[config.mk]
export PLATFORM = sky130hd
export DESIGN_NAME = xeu_front
export DESIGN_NICKNAME = d
export VERILOG_FILES = /design/src/rtl/core/xeu_pkg.sv /design/src/rtl/core/xeu_front.sv
export SDC_FILE = /design/constraint.sdc
export NUM_CORES = 1
export LEC_CHECK = 0
export BUFFER_PORTS_ARGS = -buffer_cell sky130_fd_sc_hd__buf_2
export CAP_MARGIN = 25
export CORE_AREA = 2 2 120 122
export DETAILED_ROUTE_END_ITERATION = 10
export DIE_AREA = 0 0 122 124
export PLACE_DENSITY = 0.84
export SLEW_MARGIN = 20
export SYNTH_ARGS = -nofsm -noshare
export SYNTH_HDL_FRONTEND = slang
export SYNTH_SLANG_ARGS = --single-unit
[constraint.sdc]
create_clock -name clk -period 4.55 [get_ports clk]
set_clock_uncertainty 0.2 [all_clocks]
set_input_delay 0.2275 -clock clk [delete_from_list [all_inputs] [get_ports clk]]
set_output_delay 0.2275 -clock clk [all_outputs]
set_load 0.02 [all_outputs]
[src/rtl/core/xeu_pkg.sv]
// Shared types and constants of the x86 subset execute unit.
package xeu_pkg;

	localparam int unsigned ADDR_BITS = 16;
	localparam int unsigned MEM_DEPTH = 1 << ADDR_BITS;
	localparam int unsigned IN_W      = 80;
	localparam int unsigned OUT_W     = 80;

	localparam logic [1:0] FN_EXEC = 2'd0;
	localparam logic [1:0] FN_LOAD = 2'd1;
	localparam logic [1:0] FN_READ = 2'd2;

	localparam logic [1:0] CFG_CODE_SEG  = 2'd0;
	localparam logic [1:0] CFG_DATA_SEG  = 2'd1;
	localparam logic [1:0] CFG_STACK_SEG = 2'd2;

	typedef enum logic [3:0] {
		K_NOP,
		K_LOAD,
		K_READ,
		K_ADD_RM,
		K_ADD_ACC,
		K_INCDEC,
		K_PUSH,
		K_POP,
		K_UNSUP
	} kind_t;

	typedef struct packed {
		kind_t       kind;
		logic        wide;
		logic        to_reg;
		logic        sub;
		logic        es;
		logic [2:0]  rsel;
		logic [7:0]  modrm;
		logic [15:0] disp;
		logic [15:0] imm;
		logic [19:0] mem_addr;
		logic [7:0]  mem_byte;
		logic [2:0]  len;
	} entry_t;

	typedef struct packed {
		logic        unsupported;
		logic [15:0] stack_pointer;
		logic [7:0]  read_byte;
		logic [15:0] result_value;
		logic [15:0] flag_word;
		logic [15:0] next_ip;
	} res_t;

endpackage

[src/rtl/core/xeu_front.sv]
// Front end: accepts items, classifies the opcode and queues the decoded entries.
module xeu_front import xeu_pkg::*; (
	input  logic            clk,
	input  logic            arst_n,
	input  logic            s_tvalid,
	output logic            s_tready,
	input  logic [IN_W-1:0] s_tdata,
	output logic            q_valid,
	output entry_t          q_entry,
	input  logic            q_pop
);

	logic [1:0]  func;
	logic [7:0]  op;
	logic [1:0]  md;
	logic [2:0]  rm;
	entry_t      dec;
	entry_t      buf_q [2];
	logic        wr_q;
	logic        rd_q;
	logic [1:0]  cnt_q;
	logic        push;

	assign func = s_tdata[1:0];
	assign op   = s_tdata[9:2];
	assign md   = s_tdata[17:16];
	assign rm   = s_tdata[12:10];

	always_comb begin
		dec          = '0;
		dec.modrm    = s_tdata[17:10];
		dec.disp     = s_tdata[33:18];
		dec.imm      = s_tdata[49:34];
		dec.mem_addr = s_tdata[69:50];
		dec.mem_byte = s_tdata[77:70];
		dec.rsel     = op[2:0];
		dec.kind     = K_NOP;
		case (func)
			FN_LOAD: dec.kind = K_LOAD;
			FN_READ: dec.kind = K_READ;
			FN_EXEC: begin
				if (op <= 8'd3) begin
					dec.kind   = K_ADD_RM;
					dec.wide   = op[0];
					dec.to_reg = op[1];
					if (md == 2'd1) begin
						dec.len = 3'd3;
					end else if (md == 2'd2 || (md == 2'd0 && rm == 3'd6)) begin
						dec.len = 3'd4;
					end else begin
						dec.len = 3'd2;
					end
				end else if (op == 8'd4 || op == 8'd5) begin
					dec.kind = K_ADD_ACC;
					dec.wide = op[0];
					dec.rsel = 3'd0;
					dec.len  = op[0] ? 3'd3 : 3'd2;
				end else if (op[7:4] == 4'h4) begin
					dec.kind = K_INCDEC;
					dec.wide = 1'b1;
					dec.sub  = op[3];
					dec.len  = 3'd1;
				end else if (op == 8'd6 || op[7:3] == 5'b01010) begin
					dec.kind = K_PUSH;
					dec.wide = 1'b1;
					dec.es   = (op == 8'd6);
					dec.len  = 3'd1;
				end else if (op == 8'd7 || op[7:3] == 5'b01011) begin
					dec.kind = K_POP;
					dec.wide = 1'b1;
					dec.es   = (op == 8'd7);
					dec.len  = 3'd1;
				end else begin
					dec.kind = K_UNSUP;
				end
			end
			default: dec.kind = K_NOP;
		endcase
	end

	assign s_tready = (cnt_q != 2'd2);
	assign push     = s_tvalid && s_tready;
	assign q_valid  = (cnt_q != 2'd0);
	assign q_entry  = buf_q[rd_q];

	always_ff @(posedge clk) begin
		if (push) begin
			buf_q[wr_q] <= dec;
		end
	end

	always_ff @(posedge clk or negedge arst_n) begin
		if (!arst_n) begin
			wr_q  <= 1'b0;
			rd_q  <= 1'b0;
			cnt_q <= 2'd0;
		end else begin
			if (push) begin
				wr_q <= ~wr_q;
			end
			if (q_pop) begin
				rd_q <= ~rd_q;
			end
			cnt_q <= cnt_q + {1'b0, push} - {1'b0, q_pop};
		end
	end

endmodule

; ---- Yosys cells after proc, flatten, opt, wreduce, memory -nomap -nowiden
; Memory sizes are Yosys's and may differ from the RTL's.
; Index checks and enable logic that the tools add are counted.
[totals]
reg_bits = 4
n_memories = 1
in_bits = 84
ramBits = 164
output_inout_bits = 84
[op_classes]
muxes = 27
magnitude_cmp = 1
n_bitwise = 2
n_reduce_logical = 9
n_addsub = 2
eq_ne = 13
[mem_list]
columns = memory, depth, width, rd, rd_ports_with_merged_regs, write_ports, line
row1 = buf_q, 2, 82, 1, 0, 1, xeu_front.sv:18  ; entry_t buf_q [2];
[ops]
columns = op, n
row1 = "== test 8 x 3 -> 1 bit, second input constant", 4
row2 = 2-to-1 mux 5 bit, 5
row3 = 2-to-1 mux 3 bit, 5
row4 = 2-to-1 mux 1 bit, 12
row5 = one-hot mux 4 bit (3 select lines), 1
row6 = "== test 5 x 4 -> 1 bit, second input constant", 2
row7 = "<= comparator 8 x 2 -> 1 bit, second input constant", 1
row8 = 2-to-1 mux 7 bit, 1
row9 = "== test 2 x 1 -> 1 bit, second input constant", 2
row10 = "== test 2 bit, second input constant", 2
row11 = "== test 4 x 3 -> 1 bit, second input constant", 1
row12 = zero test 2 bit, 2
row13 = logical OR 1 bit, 4
row14 = 2-to-1 mux 2 bit, 2
row15 = 2-to-1 mux 4 bit, 1
row16 = "== test 3 bit, second input constant", 1
row17 = adder 2 x 1 -> 2 bit, 1
row18 = logical AND 1 bit, 2
row19 = "!= test 2 bit, second input constant", 1
row20 = inverter 1 bit, 2
row21 = nonzero test 2 bit, 1
row22 = subtractor 2 x 1 -> 2 bit, 1

; ---- Longest topological paths before layout
; Gate-level depths: netlist (run 1).
[depth]
depth_word = 8
depth_mapped = 7
mapped_depth_nobuf = 7

; ---- Worst setup path before layout (run 1)
; Ideal clock, no wire load.
[synth_path]
path_type = flip-flop to flip-flop
startpoint = register cnt_q[1]
endpoint = memory buf_q[0][0] (netlist bit), enable pin
t_arrival_ns = 4.177
path_stages_with_launch = 4
required_time_ns = 3.827
path_slack_ns = -0.350
setup_ns = 0.523
cell_sequence = dfrtp_1 > nand2b_1 > nand2_1 > nor2_1
[synth_via]
elab_chain_len = 4
[synth_lines]
columns = element, line
row1 = from (decl), xeu_front.sv:21  ; logic [1:0] cnt_q;
row2 = from (signal assigned), xeu_front.sv:104  ; cnt_q <= cnt_q + {1'b0, push} - {1'b0, q_pop};
row3 = != test 2 bit, xeu_front.sv:81  ; assign s_tready = (cnt_q != 2'd2);
row4 = named net s_tready, xeu_front.sv:6  ; output logic s_tready,
row5 = logical AND 1 bit, xeu_front.sv:82  ; assign push = s_tvalid && s_tready;
row6 = 2-to-1 mux 1 bit, xeu_front.sv:87  ; if (push) begin
row7 = 2-to-1 mux 1 bit (not written as such), xeu_front.sv:88  ; buf_q[wr_q] <= dec;
row8 = to (decl), xeu_front.sv:18
; The timed path passes the listed nets, and every way through them passes these cells.

==> results of run 1 <==
==> critical path, cell delays in order (launching register included) <==
cell and delay [ns]:
dfrtp_4 0.76, buf_16 0.31, mux2_2 0.38, buf_2 0.16
==> placed cells by master (no fill, tap or decap), drive strengths merged, types with 3 or more instances in the layout <==
master and n:
a21oi 5, buf 168, clkbuf 18, clkinv 7
clkinvlp 5, dfrtp 4, dlygate4sd3 75, edfxtp 164
mux2 82, nand2 3, nand3 5, nor2 4
nor3b 3, o21a 3, xnor2 3
==> logic make-up after synthesis <==
logic type	synth area share
AOI/OAI and AO/OA	0.0173
and+or+nand+nor	0.0303
adders and majority gates	0.00393
xor gates and xnor gates	0.00550
buffers and inverters	0.00904
muxes	0.145
DFF	0.789
==> final cells by class <==
cell class              count  area share
flip-flops and latches    168       0.576
repair buffers            243       0.186
multi-input cells         132       0.149
inverters                   1    0.000430
clock inverters            14      0.0148
clock buffers              18      0.0491
well taps                 180      0.0258
==> sequential cells by signal, summed over array words and instances, names as in the netlist <==
| name | count |
|---|---|
| cnt_q | 2 |
| buf_q | 164 |
| rd_q | 1 |
| wr_q | 1 |
==> metal layers <==
metal	part of all wire	track usage	up-vias
met5	0	0	-
met4	0.013	0.0697	0
met3	0.053	0.0472	12
met2	0.55	0.303	110
met1	0.38	0.170	1858
li1	-	-	1747
==> power breakdown <==
part	total, µW	internal (µW)	switching (µW)	leakage (µW)
registers	2270	2120	144	0.00157
clock network	1320	755	569	0.000256
logic	1700	704	998	0.00143
total	5290	3580	1710	0.00326
==> final timing paths <==
| check | slack [ns] | cells after the start | to | startpoint |
|---|---|---|---|---|
| setup / recovery | 2.06 | 3 | q_entry[13] | rd_q$_DFFE_PN0P_ |
| hold / removal | 0.07 | 2 | buf_q[0][75]$_DFFE_PP_ | s_tdata[5] |
| setup reg to reg | 2.27 | 3 | buf_q[1][29]$_DFFE_PP_ | cnt_q[1]$_DFF_PN0_ |
| hold reg to reg | 0.31 | 1 | cnt_q[1]$_DFF_PN0_ | cnt_q[1]$_DFF_PN0_ |
| max in group asynchronous | 3.47 | 3 | rd_q$_DFFE_PN0P_ | arst_n |
| min in group asynchronous | 0.49 | 3 | wr_q$_DFFE_PN0P_ | arst_n |
==> metrics by stage <==
step           std cells  worst slack, ns  cell area [µm²]
2_1_floorplan        312             1.03             6370
3_3_place_gp         648             2.30             7400
3_5_place_dp         649             2.22             7420
4_1_cts              756             2.02             8730
5_1_grt              756             1.96             8740
6_report             756             2.06             8740
==> results.json, run 1 <==
{
  "min_path_type": "input pin to register",
  "crit_fanout": 47,
  "async_reset_ff_frac": 0.0238,
  "antenna_cells": 0,
  "final_nets": 649,
  "synth_ff_type": "edfxtp_1",
  "coreArea_um2": 13700,
  "clock_path_buffers": 2,
  "final_max_slew_viol_count": 0,
  "syn_nets": 398,
  "post_drt_wl_per_cell_um": 16.0,
  "via_per_inst": 4.93,
  "synth_common_cells": "edfxtp_1 (164), mux2_2 (82), buf_2 (10)",
  "drt_iter0_drc": 196,
  "cap_viol_max_count": 0,
  "tns_ns": 0,
  "num-fill-cells": 939,
  "ios": 168,
  "cts_num_sinks": 168,
  "finalHoldViolations": 0,
  "grt_pass1_vias": 3879,
  "numPortBuffers": 165,
  "leakage_uw": 0.00326,
  "initial_core_util": 0.464,
  "drcViolationCount": 0,
  "die_area_um2": 15100,
  "synth_edf_count": 164,
  "gp_congestion": 0.760,
  "end_kind": "output pin",
  "via_count": 3727,
  "clk_pin_slew_worst_paths_ns": 0.06,
  "synth_cell_types": 35,
  "final-setup-viol-count": 0,
  "chipHeight_um": 124,
  "synth_cells": 312,
  "syn-cell-area_um2": 6370,
  "holdBufCountCts": 75,
  "cp.arrival_ns": 2.06,
  "ir_drop_mv": 0.558,
  "grt_setup_unrepaired": "no",
  "chipWidth_um": 122,
  "post-synth-top-count-cell": "edfxtp_1",
  "routed_wirelength_um": 12100,
  "worst_slew_pin_slew_ns": 0.931,
  "firstDrtPassIters": 4,
  "area_delta_synth_final_pct": 37.2,
  "htreeDepth": 4,
  "grt_pass1_wl_um": 18400,
  "synth_top_cell_by_area": "edfxtp_1",
  "postCtsSetupBuffers": 0,
  "synthTopCellsByArea": "edfxtp_1 (77%), mux2_2 (14%), dfrtp_1 (1.6%)",
  "multi_input_area_um2": 1300,
  "rows": 43,
  "cts-resized-gates": 0,
  "slew_headroom": 0.380,
  "clock_latency_ns": 0.41,
  "fmax_mhz": 402,
  "yosys_warnings": 0,
  "whs_ns": 0.0715,
  "worst_setup_path_start_kind": "register",
  "required_ns": 4.12,
  "netlist.area_leader.share": 0.773,
  "layout_min_cycle_time_ns": 2.49,
  "fin_crit_sh": 0.547,
  "regArea_um2": 5030,
  "status": "finished clean",
  "ys_seq_area_frac": 0.789,
  "dp_hpwl_um": 7390,
  "p_total_uw": 5290,
  "powerDensity_nw_per_um2": 606,
  "ys_ff_latch": 168,
  "overflow": 0,
  "grt_start_max_net_pins": 83,
  "finish.utilization": 0.637,
  "cts-root-buf": "clkbuf_16",
  "groute.usage.overall": 0.163,
  "syn_avg_cell_area_um2": 20.4,
  "tritoncts": "yes",
  "ant_nets": 0,
  "drive_gt1_frac": 0.502,
  "antenna_found_initial": 0,
  "critical_path_class": "register to output pin",
  "numCtsBuffers": 17
}
Note: power is estimated with default switching activity, not from simulation.
==> run 2: changes to the inputs <==
==> constraint.sdc (replaced) <==
create_clock -name clk -period 2.2 [get_ports clk]
set_clock_uncertainty 0.2 [all_clocks]
set_input_delay 0.11 -clock clk [delete_from_list [all_inputs] [get_ports clk]]
set_output_delay 0.11 -clock clk [all_outputs]
set_load 0.02 [all_outputs]
==> run 2 against run 1 <==
  * Largest cell class unchanged
  * Sequential power increased by 100%
  * Combinational power up 120%
  * Via count rose by 1.8%
  * First-iteration DRC count rose by 23%
  * Design area grew 1.8%
  * Power up 110%
  * Critical path depth increased by 3
  * Register-to-register slack lost 1.9 ns
  * Wire length grew 6.1%
  * Sequential share of layout area is 1.0 points lower
==> results.json, run 2 (synthesized netlist as in run 1, its figures left out) <==
{
  "ant_nets": 0,
  "place_area_um2": 7500,
  "worst_setup_path_start_kind": "input pin",
  "drive_gt1_frac": 0.496,
  "groute.usage.overall": 0.173,
  "leakage_uw": 0.00334,
  "htreeDepth": 4,
  "largest_reg_flops": 164,
  "clock_latency_ns": 0.42,
  "grt_start_max_net_pins": 49,
  "final-setup-viol-count": 0,
  "crit_fanout": 10,
  "antenna_found_initial": 0,
  "end_kind": "register",
  "ios": 168,
  "chipWidth_um": 122,
  "combPwrFrac": 0.339,
  "p_sw_frac": 0.319,
  "final_max_slew_viol_count": 0,
  "powerDensity_nw_per_um2": 1260,
  "cts_num_sinks": 168,
  "clk_pin_slew_worst_paths_ns": 0.07,
  "layout_common_cells": "buf_2 (165), edfxtp_1 (164), dlygate4sd3_1 (83), mux2_2 (82), clkbuf_16 (17)",
  "cp.arrival_ns": 2.16,
  "overflow": 0,
  "initial_core_util": 0.464,
  "chipHeight_um": 124,
  "layout_min_cycle_time_ns": 2.08,
  "fin_area_um2": 8900,
  "fmax_mhz": 481,
  "dp_hpwl_um": 7680,
  "coreArea_um2": 13700,
  "cap_viol_max_count": 0,
  "antenna_cells": 0,
  "via_count": 3793,
  "status": "finished clean",
  "cts-root-buf": "clkbuf_16",
  "drcViolationCount": 0,
  "finalHoldViolations": 0,
  "p_sw_uw": 3570,
  "tns_ns": 0,
  "clkPwrFrac": 0.252,
  "reg.largest.list": "buf_q x164, cnt_q x2",
  "area_delta_synth_final_pct": 39.7,
  "clock_path_buffers": 2,
  "worst_slew_pin_slew_ns": 0.506,
  "tritoncts": "yes",
  "p_int_uw": 7600,
  "required_ns": 2.28,
  "postCtsSetupBuffers": 0,
  "layout_commonest_cell": "buf_2",
  "via_per_inst": 4.95,
  "slew_headroom": 0.663,
  "drt_iter0_drc": 241,
  "final_nets": 660,
  "fin_crit_sh": 0.945,
  "die_area_um2": 15100,
  "grt_setup_unrepaired": "no",
  "gp_congestion": 0.810,
  "regMostFlops": "buf_q",
  "ir_drop_mv": 0.705,
  "grt_pass1_vias": 4000,
  "rows": 43,
  "numPortBuffers": 165,
  "p_total_uw": 11200,
  "numCtsBuffers": 17,
  "grt_pass1_wl_um": 19200,
  "cts-resized-gates": 0,
  "routed_wirelength_um": 12900,
  "post_drt_wl_per_cell_um": 16.8,
  "min_path_type": "input pin to register",
  "critical_path_class": "input pin to register",
  "p_seq_frac": 0.409,
  "firstDrtPassIters": 4
}
==> run 2: changes by cell type in the layout (fill, tap and decap cells not counted), sizes merged <==
cell / previous run / this run
clkbuf: 18 / 19
dlygate4sd3: 75 / 83
bufinv: 1 / 2
buf: 168 / 171
clkinvlp: 5 / 3
==> run 2: stage by stage <==
step                      setup slack (ns)   util  cells  hold WS, ns
after floorplan                     -0.252      -    312       -0.386
after global placement               0.477  0.547    652       -0.285
after CTS                            0.198  0.649    767      0.00601
final                                0.121  0.649    767       0.0283
after global routing                0.0790  0.649    767       0.0374
after detailed placement             0.416  0.547    652       -0.281
==> run 2: cell type report <==
cell class | instances | area (µm²)
Tap cell | 180 | 225
Timing Repair Buffer | 254 | 1760
Fill cell | 941 | 4820
Sequential cell | 168 | 5030
Multi-Input combinational cell | 132 | 1310
Clock buffer | 19 | 433
Clock inverter | 13 | 130
Inverter | 1 | 3.75
==> run 2: what timing repair did <==
| item | 4_1_cts | 5_1_grt |
|---|---|---|
| hold buffers | 83 | 0 |
| endpoints found under the hold margin | 169 | 0 |
| setup endpoints to repair | 0 | 0 |
==> run 2: power groups by stage <==
stage | Sequential [µW] | Combinational, µW | Clock [µW]
3_3_place_gp | 4580 | 3640 | 0
2_1_floorplan | 4580 | 2510 | 0
6_report | 4570 | 3790 | 2810
5_1_grt | 4630 | 4030 | 3000
3_5_place_dp | 4640 | 3680 | 0
4_1_cts | 4580 | 3820 | 2860
==> run 2: metal layers <==
layer	GRT usage	share of wire	vias to the layer above
met1	0.167	0.37	1850
met2	0.328	0.55	143
met4	0.0941	0.029	0
li1	-	-	1768
met5	0	0	-
met3	0.0513	0.053	32
==> run 2: worst max-delay path: stages <==
cell and delay, ns:
dlygate4sd3_1 0.53, buf_2 0.15, nor3_4 0.40, a21oi_1 0.18
o211ai_1 0.20, dlygate4sd3_1 0.60
==> run 2: path summary, 6_finish.rpt <==
kind / slack [ns] / cells after the start / end / from
worst max register to register: 0.39 / 4 / buf_q[0][34]$_DFFE_PP_ / cnt_q[1]$_DFF_PN0_
worst max-delay path: 0.12 / 6 / buf_q[0][78]$_DFFE_PP_ / s_tdata[7]
min in group asynchronous: 0.38 / 3 / wr_q$_DFFE_PN0P_ / arst_n
worst min register to register: 0.36 / 1 / wr_q$_DFFE_PN0P_ / wr_q$_DFFE_PN0P_
max in group asynchronous: 1.23 / 3 / rd_q$_DFFE_PN0P_ / arst_n
worst min-delay path: 0.03 / 4 / buf_q[1][76]$_DFFE_PP_ / s_tdata[6]
